`src/rtl/gcwf_pkg.sv`:
```
// Package with shared constants, types and the opcode length table of the command word framer.
package gcwf_pkg;

   localparam int MAX_PACKET_WORDS = 16;
   localparam int LEN_W            = $clog2(MAX_PACKET_WORDS + 1);
   localparam int QUEUE_AW         = $clog2(MAX_PACKET_WORDS) + 1;
   localparam int QUEUE_DEPTH      = 1 << QUEUE_AW;
   localparam int ENTRY_W          = 34;

   localparam logic KIND_PACKET = 1'b0;
   localparam logic KIND_IMAGE  = 1'b1;

   localparam logic [7:0] OP_DRAW_MODE  = 8'hE1;
   localparam logic [7:0] OP_TEX_WINDOW = 8'hE2;
   localparam logic [7:0] OP_AREA_TL    = 8'hE3;
   localparam logic [7:0] OP_AREA_BR    = 8'hE4;
   localparam logic [7:0] OP_OFFSET     = 8'hE5;
   localparam logic [7:0] OP_MASK       = 8'hE6;

   typedef struct packed {
      logic        valid;
      logic        kind;
      logic [31:0] word;
      logic        last;
      logic        commit;
   } gcwf_push_type;

   typedef struct packed {
      logic idle;
      logic full;
   } gcwf_status_type;

   typedef struct packed {
      logic [13:0] draw_mode;
      logic [19:0] texture_window;
      logic [9:0]  area_left;
      logic [9:0]  area_top;
      logic [9:0]  area_right;
      logic [9:0]  area_bottom;
      logic [10:0] offset_x;
      logic [10:0] offset_y;
      logic [1:0]  mask_setting;
   } gcwf_regs_type;

   // Packet length in words for each opcode, from the command table.
   function automatic logic [4:0] op_len(input logic [7:0] op);
      logic [4:0] len;
      len = 5'd1;
      if (op == 8'h02) len = 5'd3;
      else if (op >= 8'h20 && op <= 8'h23) len = 5'd4;
      else if (op >= 8'h24 && op <= 8'h27) len = 5'd7;
      else if (op >= 8'h28 && op <= 8'h2B) len = 5'd5;
      else if (op >= 8'h2C && op <= 8'h2F) len = 5'd9;
      else if (op >= 8'h30 && op <= 8'h33) len = 5'd6;
      else if (op >= 8'h34 && op <= 8'h37) len = 5'd9;
      else if (op >= 8'h38 && op <= 8'h3B) len = 5'd8;
      else if (op >= 8'h3C && op <= 8'h3F) len = 5'd12;
      else if (op >= 8'h40 && op <= 8'h47) len = 5'd3;
      else if (op >= 8'h48 && op <= 8'h4F) len = 5'd16;
      else if (op >= 8'h50 && op <= 8'h57) len = 5'd4;
      else if (op >= 8'h58 && op <= 8'h5F) len = 5'd16;
      else if (op >= 8'h60 && op <= 8'h62) len = 5'd3;
      else if (op >= 8'h64 && op <= 8'h67) len = 5'd4;
      else if (op == 8'h68 || op == 8'h6A) len = 5'd2;
      else if (op >= 8'h6C && op <= 8'h6F) len = 5'd3;
      else if (op == 8'h70 || op == 8'h72) len = 5'd2;
      else if (op >= 8'h74 && op <= 8'h77) len = 5'd3;
      else if (op == 8'h78 || op == 8'h7A || op == 8'h7B) len = 5'd2;
      else if (op >= 8'h7C && op <= 8'h7F) len = 5'd3;
      else if (op >= 8'h80 && op <= 8'h9F) len = 5'd4;
      else if (op >= 8'hA0 && op <= 8'hDF) len = 5'd3;
      return len;
   endfunction

   // Table length clipped to the packet buffer size.
   function automatic logic [LEN_W-1:0] sat_len(input logic [7:0] op);
      int len;
      len = int'(op_len(op));
      if (len > MAX_PACKET_WORDS) len = MAX_PACKET_WORDS;
      return LEN_W'(len);
   endfunction

endpackage

```
`src/rtl/gcwf_ram.sv`:
```
// Generic single write port, single read port RAM with registered read data.
module gcwf_ram #(
   parameter int WIDTH = 8,
   parameter int DEPTH = 16
) (
   input  logic                     clock,
   input  logic                     wr_en,
   input  logic [$clog2(DEPTH)-1:0] wr_addr,
   input  logic [WIDTH-1:0]         wr_data,
   input  logic                     rd_en,
   input  logic [$clog2(DEPTH)-1:0] rd_addr,
   output logic [WIDTH-1:0]         rd_data
);
   logic [WIDTH-1:0] mem_ff [DEPTH];
   logic [WIDTH-1:0] rd_data_ff;

   always_ff @(posedge clock) begin
      if (wr_en) mem_ff[wr_addr] <= wr_data;
      if (rd_en) rd_data_ff <= mem_ff[rd_addr];
   end

   assign rd_data = rd_data_ff;
endmodule

```
`src/rtl/gcwf_front.sv`:
```
// Front end: accepts command words, frames packets, applies environment commands.
module gcwf_front (
   input  logic                      clock,
   input  logic                      reset,
   input  logic                      req_tvalid,
   output logic                      req_tready,
   input  logic [31:0]               req_tdata,
   input  gcwf_pkg::gcwf_status_type status,
   output gcwf_pkg::gcwf_push_type   push,
   output gcwf_pkg::gcwf_regs_type   regs
);
   import gcwf_pkg::*;

   logic [LEN_W-1:0] count_ff, count_in;
   logic [LEN_W-1:0] len_ff, len_in;
   logic [7:0]       op_ff, op_in;
   logic             load_ff, load_in;
   logic [31:0]      remain_ff, remain_in;
   gcwf_regs_type    regs_ff, regs_in;

   logic             fire, first, done, is_env, is_img, env_first;
   logic [7:0]       cur_op;
   logic [LEN_W-1:0] cur_len;
   logic [31:0]      halves;
   logic [32:0]      words;

   function automatic logic env_op(input logic [7:0] op);
      return op == OP_DRAW_MODE || op == OP_TEX_WINDOW || op == OP_AREA_TL ||
             op == OP_AREA_BR || op == OP_OFFSET || op == OP_MASK;
   endfunction

   always_comb begin
      first     = (count_ff == '0);
      cur_op    = first ? req_tdata[31:24] : op_ff;
      cur_len   = first ? sat_len(req_tdata[31:24]) : len_ff;
      done      = (LEN_W'(count_ff + 1'b1) == cur_len);
      is_env    = env_op(cur_op);
      is_img    = (cur_op[7:5] == 3'b101);
      env_first = !load_ff && first && env_op(req_tdata[31:24]);
      // Environment updates wait for the queue to drain so in-flight results keep their values.
      req_tready = !status.full && (!env_first || status.idle);
      fire      = req_tvalid && req_tready;
      halves    = {16'd0, req_tdata[15:0]} * {16'd0, req_tdata[31:16]};
      words     = ({1'b0, halves} + 33'd1) >> 1;

      count_in  = count_ff;
      len_in    = len_ff;
      op_in     = op_ff;
      load_in   = load_ff;
      remain_in = remain_ff;
      regs_in   = regs_ff;
      push      = '0;
      push.word = req_tdata;

      if (fire) begin
         if (load_ff) begin
            push.valid  = 1'b1;
            push.kind   = KIND_IMAGE;
            push.last   = (remain_ff == 32'd1);
            push.commit = 1'b1;
            remain_in   = remain_ff - 32'd1;
            load_in     = (remain_ff != 32'd1);
         end else begin
            if (first) begin
               op_in  = cur_op;
               len_in = cur_len;
            end
            if (!is_env && !is_img) begin
               push.valid  = 1'b1;
               push.kind   = KIND_PACKET;
               push.last   = done;
               push.commit = done;
            end
            if (done) begin
               count_in = '0;
               if (is_img) begin
                  remain_in = words[31:0];
                  load_in   = (words != 33'd0);
               end
               case (cur_op)
                  OP_DRAW_MODE:  regs_in.draw_mode      = req_tdata[13:0];
                  OP_TEX_WINDOW: regs_in.texture_window = req_tdata[19:0];
                  OP_AREA_TL: begin
                     regs_in.area_left = req_tdata[9:0];
                     regs_in.area_top  = req_tdata[19:10];
                  end
                  OP_AREA_BR: begin
                     regs_in.area_right  = req_tdata[9:0];
                     regs_in.area_bottom = req_tdata[19:10];
                  end
                  OP_OFFSET: begin
                     regs_in.offset_x = req_tdata[10:0];
                     regs_in.offset_y = req_tdata[21:11];
                  end
                  OP_MASK:       regs_in.mask_setting = req_tdata[1:0];
                  default: ;
               endcase
            end else begin
               count_in = LEN_W'(count_ff + 1'b1);
            end
         end
      end
   end

   always_ff @(posedge clock) begin
      if (reset) begin
         count_ff  <= '0;
         load_ff   <= 1'b0;
         remain_ff <= '0;
         regs_ff   <= '0;
      end else begin
         count_ff  <= count_in;
         load_ff   <= load_in;
         remain_ff <= remain_in;
         regs_ff   <= regs_in;
      end
      len_ff <= len_in;
      op_ff  <= op_in;
   end

   assign regs = regs_ff;
endmodule

```
`src/rtl/gcwf_back.sv`:
```
// Back end: word queue with commit pointer, RAM read stage and output register.
module gcwf_back (
   input  logic                      clock,
   input  logic                      reset,
   input  gcwf_pkg::gcwf_push_type   push,
   output gcwf_pkg::gcwf_status_type status,
   output logic                      rsp_tvalid,
   input  logic                      rsp_tready,
   output logic                      out_kind,
   output logic [31:0]               out_word,
   output logic                      out_last
);
   import gcwf_pkg::*;

   logic [QUEUE_AW:0]  wp_ff, wp_in, rp_ff, rp_in, cp_ff, cp_in;
   logic               pend_ff, pend_in, ov_ff, ov_in;
   logic [ENTRY_W-1:0] rd_data, out_ff, out_in;
   logic               issue, s2_free;

   gcwf_ram #(.WIDTH(ENTRY_W), .DEPTH(QUEUE_DEPTH)) u_ram (
      .clock   (clock),
      .wr_en   (push.valid),
      .wr_addr (wp_ff[QUEUE_AW-1:0]),
      .wr_data ({push.kind, push.last, push.word}),
      .rd_en   (issue),
      .rd_addr (rp_ff[QUEUE_AW-1:0]),
      .rd_data (rd_data)
   );

   always_comb begin
      s2_free = !ov_ff || rsp_tready;
      issue   = (rp_ff != cp_ff) && (!pend_ff || s2_free);
      wp_in   = push.valid ? wp_ff + 1'b1 : wp_ff;
      cp_in   = (push.valid && push.commit) ? wp_ff + 1'b1 : cp_ff;
      rp_in   = issue ? rp_ff + 1'b1 : rp_ff;
      pend_in = issue || (pend_ff && !s2_free);
      ov_in   = s2_free ? pend_ff : ov_ff;
      out_in  = (s2_free && pend_ff) ? rd_data : out_ff;
      status.full = ((wp_ff - rp_ff) == (QUEUE_AW + 1)'(QUEUE_DEPTH));
      status.idle = (wp_ff == rp_ff) && !pend_ff && !ov_ff;
   end

   always_ff @(posedge clock) begin
      if (reset) begin
         wp_ff   <= '0;
         rp_ff   <= '0;
         cp_ff   <= '0;
         pend_ff <= 1'b0;
         ov_ff   <= 1'b0;
      end else begin
         wp_ff   <= wp_in;
         rp_ff   <= rp_in;
         cp_ff   <= cp_in;
         pend_ff <= pend_in;
         ov_ff   <= ov_in;
      end
      out_ff <= out_in;
   end

   assign rsp_tvalid = ov_ff;
   assign out_kind   = out_ff[33];
   assign out_last   = out_ff[32];
   assign out_word   = out_ff[31:0];

   a_fill: assert property (@(posedge clock) disable iff (reset)
      (wp_ff - rp_ff) <= (QUEUE_AW + 1)'(QUEUE_DEPTH))
      else $error("queue fill exceeds depth");
   a_commit: assert property (@(posedge clock) disable iff (reset)
      (cp_ff - rp_ff) <= (wp_ff - rp_ff))
      else $error("commit pointer ahead of write pointer");
   a_hold: assert property (@(posedge clock) disable iff (reset)
      pend_ff && !s2_free |=> pend_ff && $stable(rd_data))
      else $error("read stage lost data while stalled");
   a_nopush_full: assert property (@(posedge clock) disable iff (reset)
      status.full |-> !push.valid)
      else $error("push into full queue");
endmodule

```
`src/rtl/gpu_command_word_framer_unit.sv`:
```
// Top level of the GPU command word framer: front end, word queue and back end.
//
// Channel  Dir  Handshake          Payload
// req      in   req_tvalid/tready  req_tdata: cmd_word
// rsp      out  rsp_tvalid/tready  rsp_tdata: data word and register values,
//                                  rsp_tlast: last_word, rsp_tuser: result_kind
//
// A command word transfer is taken every cycle while the queue has room and no environment
// command is waiting; emitted words leave at one per cycle while rsp_tready is high, from
// the queue RAM through a read stage and an output register once their packet is complete.
// Environment commands E1 to E6 hold the input until every queued result has been
// transferred, so each result carries the register values in force when it was framed.
// Reset is synchronous and clears the framer, the registers and the queue pointers.
module gpu_command_word_framer_unit (
   input  logic         clock,
   input  logic         reset,
   input  logic         req_tvalid,
   output logic         req_tready,
   input  logic [31:0]  req_tdata,   // cmd_word
   output logic         rsp_tvalid,
   input  logic         rsp_tready,
   // data_word, draw_mode, texture_window, area_left, area_top, area_right,
   // area_bottom, offset_x, offset_y, mask_setting, then zero padding
   output logic [135:0] rsp_tdata,
   output logic         rsp_tlast,
   output logic         rsp_tuser    // result_kind
);
   import gcwf_pkg::*;

   gcwf_push_type   push;
   gcwf_status_type status;
   gcwf_regs_type   regs;
   logic            out_kind, out_last;
   logic [31:0]     out_word;

   // Front end frames words and applies environment commands.
   gcwf_front u_front (
      .clock      (clock),
      .reset      (reset),
      .req_tvalid (req_tvalid),
      .req_tready (req_tready),
      .req_tdata  (req_tdata),
      .status     (status),
      .push       (push),
      .regs       (regs)
   );

   // Back end releases committed words in order.
   gcwf_back u_back (
      .clock      (clock),
      .reset      (reset),
      .push       (push),
      .status     (status),
      .rsp_tvalid (rsp_tvalid),
      .rsp_tready (rsp_tready),
      .out_kind   (out_kind),
      .out_word   (out_word),
      .out_last   (out_last)
   );

   // Registers only change while the queue is empty, so the live values are correct.
   assign rsp_tdata = {6'd0, regs.mask_setting, regs.offset_y, regs.offset_x,
                       regs.area_bottom, regs.area_right, regs.area_top,
                       regs.area_left, regs.texture_window, regs.draw_mode, out_word};
   assign rsp_tlast = out_last;
   assign rsp_tuser = out_kind;
endmodule
```
`config.mk`:
```
export PLATFORM = sky130hd
export DESIGN_NAME = gpu_command_word_framer_unit
export DESIGN_NICKNAME = d
export VERILOG_FILES = /design/src/rtl/gcwf_pkg.sv /design/src/rtl/gcwf_ram.sv /design/src/rtl/gcwf_front.sv /design/src/rtl/gcwf_back.sv /design/src/rtl/gpu_command_word_framer_unit.sv
export SDC_FILE = /design/constraint.sdc
export NUM_CORES = 2
export LEC_CHECK = 0
export BUFFER_PORTS_ARGS = -buffer_cell sky130_fd_sc_hd__clkbuf_2
export CAP_MARGIN = 10
export CORE_ASPECT_RATIO = 0.5
export CORE_UTILIZATION = 45
export DETAILED_ROUTE_END_ITERATION = 8
export PLACE_DENSITY = 0.64
export SYNTH_ARGS = -nofsm -noshare
export SYNTH_HDL_FRONTEND = slang
export SYNTH_SLANG_ARGS = --single-unit
export TNS_END_PERCENT = 30
```
`constraint.sdc`:
```
create_clock -name clock -period 8.1 [get_ports clock]
set_input_delay 0.405 -clock clock [delete_from_list [all_inputs] [get_ports clock]]
set_output_delay 0.405 -clock clock [all_outputs]
set_load 0.005 [all_outputs]
```
Yosys cells after proc, flatten, opt, wreduce, memory -nomap -nowiden
Memories as Yosys holds them, arrays and structs flattened. A register that Yosys moved wholly into a read port is not among the register bits.
Index checks and enable logic that the tools add are counted.
- register bits: 203
- bits in writable memories: 1088
- bits of input ports: 36
- memories kept: 1
- add/sub/neg operators: 6
- multiply operators: 1
- magnitude comparators: 39
- equality and inequality tests: 27
- mux-type cells: 41
- bitwise logic cells: 1
- reductions and logical operators: 69
- memory list (memory ; depth ; width ; rd ports ; clocked after Yosys merged registers in ; wr ports ; RTL line ; text):
    u_back.u_ram.mem_ff ; 32 ; 34 ; 1 ; 1 ; 1 ; gcwf_ram.sv:14 ; logic [WIDTH-1:0] mem_ff [DEPTH];
- operator list (kind ; number):
    5-bit two-way mux ; 25
    8-bit equality test (second input constant) ; 12
    32-bit two-way mux ; 3
    8-bit by 7-bit >= comparator with 1-bit output (second input constant) ; 9
    8-bit by 7-bit less-or-equal comparator with 1-bit output (second input constant) ; 9
    8-bit by 6-bit >= comparator with 1-bit output (second input constant) ; 8
    8-bit by 6-bit less-or-equal comparator with 1-bit output (second input constant) ; 8
    8-bit by 7-bit equality test with 1-bit output (second input constant) ; 7
    32-bit by 1-bit adder with 33-bit output (second input constant) ; 1
    33-bit nonzero test ; 1
    32-bit by 1-bit equality test with 1-bit output (second input constant) ; 1
    16-bit by 16-bit multiplier with 32-bit output ; 1
    32-bit by 1-bit != test with 1-bit output (second input constant) ; 1
    32-bit by 1-bit subtractor with 32-bit output (second input constant) ; 1
    1-bit logical AND ; 30
    4-bit AND reduction ; 6
    1-bit logical OR ; 18
    8-bit >= comparator (second input constant) ; 2
    8-bit less-or-equal comparator (second input constant) ; 2
    2-bit two-way mux ; 7
    6-bit by 1-bit adder with 6-bit output (second input constant) ; 2
    8-bit by 2-bit equality test with 1-bit output (second input constant) ; 1
    1-bit zero test ; 8
    8-bit two-way mux ; 1
    other kinds (14) ; 20

Logic depth before layout (Yosys ltp)
- depth in word-level cells: 33
- mapped depth: 26
- depth with buffers taken out: 24

Hierarchy
Synthesis repeated with hierarchy kept, for this count alone.
- cells, all modules: 4409
- area, all modules: 61596.6 um2
- modules (own cells, without submodules) (module ; instances ; cells each ; area each (um2)):
    gcwf_ram ; 1 ; 2399 ; 43447.9
    gcwf_front ; 1 ; 1836 ; 15885.2
    gcwf_back ; 1 ; 167 ; 2214.6
    gpu_command_word_framer_unit ; 1 ; 7 ; 48.8

Worst setup path before layout
Ideal clock, no wire load.
- path kind: input -> register
- start: input port req_tdata[30]
- end: register u_front.load_ff
- data arrival time: 6851 ps
- required time: 7969 ps
- slack: 1117 ps
- stages: 24
- buffers on the path: 3
- cell sequence: clkbuf_1 > buf_1 > clkbuf_1 > nand2_1 > fa_1 > inv_1 > fa_1 > fa_1 > fa_1 > inv_1 > fa_1 > fa_1 > inv_1 > ha_1 > a21o_1 > a21oi_1 > o21ai_0 > and2_1 > a311o_1 > a21oi_1 > xnor2_1 > or4_1 > nor4_1 > a31oi_1
- word-level cells in the longest chain between the ends: 31
- elaborated cells on any way between the ends: 120
- those cells by class: add/sub (1); mul (1); order compare (39); eq/ne (16); mux (29); reduce/logical (34)
- RTL lines (what ; RTL line ; text):
    from (decl) ; gpu_command_word_framer_unit.sv:19 ; input logic [31:0] req_tdata,
    8-bit >= comparator / 8-bit less-or-equal comparator (equally long branches) ; gcwf_pkg.sv:71 ; else if (op >= 8'hA0 && op <= 8'hDF) len = 5'd3;
    1-bit logical AND ; gcwf_pkg.sv:71 ;
    2-bit two-way mux ; gcwf_pkg.sv:71 ;
    5-bit two-way mux ; gcwf_pkg.sv:70 ; else if (op >= 8'h80 && op <= 8'h9F) len = 5'd4;
    5-bit two-way mux ; gcwf_pkg.sv:69 ; else if (op >= 8'h7C && op <= 8'h7F) len = 5'd3;
    5-bit two-way mux ; gcwf_pkg.sv:68 ; else if (op == 8'h78 || op == 8'h7A || op == 8'h7B) len = 5'd2;
    5-bit two-way mux ; gcwf_pkg.sv:67 ; else if (op >= 8'h74 && op <= 8'h77) len = 5'd3;
    5-bit two-way mux ; gcwf_pkg.sv:66 ; else if (op == 8'h70 || op == 8'h72) len = 5'd2;
    [15 not listed] ; -- ;
    5-bit two-way mux ; gcwf_pkg.sv:50 ; else if (op >= 8'h20 && op <= 8'h23) len = 5'd4;
    5-bit two-way mux ; gcwf_pkg.sv:49 ; if (op == 8'h02) len = 5'd3;
    5-bit > comparator ; gcwf_pkg.sv:79 ; if (len > MAX_PACKET_WORDS) len = MAX_PACKET_WORDS;
    5-bit two-way mux ; gcwf_pkg.sv:79 ;
    5-bit two-way mux ; gcwf_front.sv:35 ; cur_len = first ? sat_len(req_tdata[31:24]) : len_ff;
    5-bit equality test ; gcwf_front.sv:36 ; done = (LEN_W'(count_ff + 1'b1) == cur_len);
    1-bit two-way mux ; gcwf_front.sv:74 ; if (done) begin
    1-bit two-way mux ; gcwf_front.sv:56 ; if (load_ff) begin
    to (signal assigned) ; gcwf_front.sv:113 ; load_ff <= load_in;
    to (decl) ; gcwf_front.sv:17 ; logic load_ff, load_in;
Several ways; a longest one is shown, not always the timed one.
A chain may end at the register's enable or synchronous reset.

Final worst setup path
- start: input port req_tdata[10]
- end: register u_front.remain_ff[31]
- word-level cells in the longest chain between the ends: 5
- RTL lines (what ; RTL line ; text):
    16-bit by 16-bit multiplier with 32-bit output ; gcwf_front.sv:43 ; halves = {16'd0, req_tdata[15:0]} * {16'd0, req_tdata[31:16]};
    32-bit by 1-bit adder with 33-bit output ; gcwf_front.sv:44 ; words = ({1'b0, halves} + 33'd1) >> 1;
    32-bit two-way mux ; gcwf_front.sv:76 ; if (is_img) begin
    32-bit two-way mux ; gcwf_front.sv:74 ;
    32-bit two-way mux ; gcwf_front.sv:56 ;
    to (signal assigned) ; gcwf_front.sv:114 ; remain_ff <= remain_in;
    to (decl) ; gcwf_front.sv:18 ; logic [31:0] remain_ff, remain_in;
No other way between the ends. The select of a mux whose other input is x is not followed.

==> flow_summary.ini <==
[global_routing]
grt_start_max_net_pins = 105
grt_pass1_wl_microns = 228000
overflow = 0
antenna_found_initial = 9
grt_pass1_vias = 34200
gr-usage-all-layers = 0.232

[layout]
multi_input_area_sq_um = 20400
final_nets = 4273
area_growth_pct = 11.7
final-instance-count-excl-fill = 5794
fill_cells = 10700
seqCellArea_sq_um = 38200
drive_gt1_frac = 0.213

[power]
p_total_uw = 21600
power_density_nw_per_um2 = 320
vdd_drop_max_mv = 0.446
leakage_uw = 0.0236

[detailed_routing]
drc = 0
initialDrtViolationCount = 4004
met1_length_microns = 65200
vias = 33700
ant_nets = 0
dr.pass1.iters = 5
routed_wirelength_microns = 156000
wl_met3_microns = 13300
wire_per_inst_microns = 26.9
top_layer = met5
routed_via_density = 5.82
dr_wl_met2_microns = 74000

[setup_path]
cp.required_ns = 8.73
crit_path_cell_trace = clkbuf_2, nand2_1, fa_1, inv_1, fa_1, inv_1, fa_1, inv_1, fa_1, inv_1, fa_1, inv_1, fa_1, ha_1, inv_1, nor3_1, a31oi_1, o21ai_2, a21oi_1, o31ai_1, mux2i_1, a2111oi_0, nand2_1, a31oi_1
critical_path_buf_inv_count = 7
worstPathMaxFanout = 27
endpoint_kind = flop
path_class = primary input to flop
cpPeakStageDelay_ns = 0.69
critPathSlowestCell = clkbuf_2
crit_family = adder cells
crit_arrival_ns = 7.58
start_kind = primary input

[floorplanning]
core_area_sq_um = 132000
die_area_sq_um = 135000
ioPinCount = 176
die_h_microns = 261
fp-row-count = 94
start_util = 0.456
die_w_microns = 519

[placement]
gp_congestion = 0.833
hpwl_microns = 94600
dp_slack_ns = 0.526
dp.cells = 5578
io_buffers = 169

[yosys]
synth_cells = 3750
ys_ff_latch = 1325
synth_edf_count = 1169
yosysWarnings = 0
yosys-top-cells-area = edfxtp_1 (58%), mux4_2 (13%), fa_1 (6.5%)
synth_top_area_share = 0.583
synth_async_sr_flop_share = 0
synthesis.area_sq_um = 60200
avgSynthCellArea_sq_um = 16.1
synth.yosys.seq_area_share = 0.635
yosys.area.top_type = edfxtp_1
synth.distinct_cells = 91
synth_ff_type = edfxtp_1

[clocking]
cts.sinks = 1325
cts_made_buffers = 114
cts_resized = 0
cts_tree = done
ctsRootBufferMaster = clkbuf_16
clk_path_buf_depth = 3
h-tree-depth = 3
clk_pin_slew_worst_paths_ns = 0.06
cts_hold_buffers = 0
clock_latency_ns = 0.76
post_cts_buffers = 0

[sta]
layout_setup_ws_ns = 1.15
hold_violations = 0
setup_viol = 0
tns_ns = 0
drv_slew = 0
period_minus_slack_ns = 6.95
relSlewSlack = 0.202
fmax_mhz = 144
fin_crit_sh = 0.858
clock_skew_ns = 0.0642
worst_pin_slew_ns = 1.19
rsz0062_at_grt = false

[outcome]
status = finished clean

[worst_hold_path]
hold_class = primary input to flop

[run]
cap_viol_max_count = 0
## registers in the layout, summed over array words and instances (netlist names)
signal / count
u_front.op_ff: 8
u_front.regs: 98
u_front.load_ff: 1
u_back.out_ff: 34
u_back.cp_ff: 6
u_back.rp_ff: 6
u_back.wp_ff: 6
u_back.u_ram.rd_data: 34
u_back.rsp_tvalid: 1
u_back.pend_ff: 1
u_front.remain_ff: 32
u_front.count_ff: 5
u_front.len_ff: 5
u_back.u_ram.mem_ff: 1088
## Yosys cell counts, types with 6 or more instances
cell type,count
edfxtp_1,1169
nand2_1,453
mux4_2,340
inv_1,250
fa_1,195
dfxtp_1,156
clkbuf_1,153
nor2_1,143
a21oi_1,135
ha_1,124
and2_1,92
o21ai_0,62
mux2i_1,55
nand3_1,38
buf_1,34
nor3_1,33
xnor2_1,32
xor2_1,23
nand4_1,21
buf_2,20
nor4_1,12
or3_1,11
a31oi_1,10
a21o_1,9
nor2b_1,9
or4_1,9
and3_1,8
o211ai_1,8
buf_6,7
nand2b_1,7
o31ai_1,7
a211oi_1,6
a22oi_1,6
buf_4,6
o21a_1,6
## path summary, 6_finish.rpt
path	startpoint	to	slack, ns	cells past startpoint
setup / recovery	req_tdata[10]	u_front.remain_ff[31]	1.15	24
setup reg to reg	u_back.rp_ff[4]	u_back.u_ram.mem_ff[20][22]	2.38	13
hold reg to reg	u_back.u_ram.rd_data[29]	u_back.out_ff[29]	0.40	0
hold / removal	rsp_tready	u_back.rsp_tvalid	0.09	4
## cell type report
type / instances / area share
flip-flops and latches: 1325 / 0.568
multi-input cells: 1956 / 0.303
clock buffers: 146 / 0.0463
well taps: 1776 / 0.0330
repair buffers: 267 / 0.0239
inverters: 254 / 0.0142
clock inverters: 68 / 0.0109
diodes: 2 / 0.0000744
## worst min-delay path: cells and delay by family
family	cells	cell delay, ns
AND/OR/NAND/NOR	3	0.28
buffers and inverters	1	0.07
## cell families (layout without fill, tap and decap cells)
family | after synthesis | after routing | synth area share
DFF | 1325 | 1325 | 0.635
and+or+nand+nor | 877 | 877 | 0.0672
buffers and inverters | 474 | 735 | 0.0312
muxes | 397 | 397 | 0.137
adders and majority gates | 319 | 319 | 0.0906
AOI/OAI and AO/OA | 302 | 302 | 0.0313
xor gates and xnor gates | 55 | 55 | 0.00800
other | 1 | 8 | 0.0000623
## layout by cell type (no fill, tap or decap), drive strengths merged, types with 9 or more instances in the layout
cell	instances
clkbuf	314
nor3	37
ha	124
nand3	38
a21o	9
inv	256
a211oi	11
a31oi	10
or4	9
nor2b	9
and2	93
or3	11
bufinv	12
mux4	340
nand4	21
buf	99
nand2	454
edfxtp	1169
fa	195
xor2	23
o21ai	65
xnor2	32
clkinv	52
dfxtp	156
nor2	145
mux2i	56
a21oi	137
nor4	13
## stage by stage
stage / hold WS (ns) / cell area, sq um / utilization
after floorplan: 0.400 / 60200 / -
after global placement: 0.403 / 63400 / 0.480
after detailed placement: 0.405 / 63400 / 0.480
after CTS: 0.0414 / 67300 / 0.509
after global routing: 0.0809 / 67300 / 0.509
final: 0.0935 / 67300 / 0.509
## per-layer routing
metal / up-vias / GRT usage
met5: - / 0
met4: 6 / 0.0516
met3: 212 / 0.0445
met2: 1453 / 0.373
met1: 17700 / 0.329
li1: 14300 / -
## power breakdown
group / switching [uW] / total [uW] / internal (uW)
combinational: 4620 / 7940 / 3320
sequential: 166 / 7980 / 7810
clock: 2520 / 5640 / 3110
total: 7310 / 21600 / 14200
(Power assumes the default switching activity.)
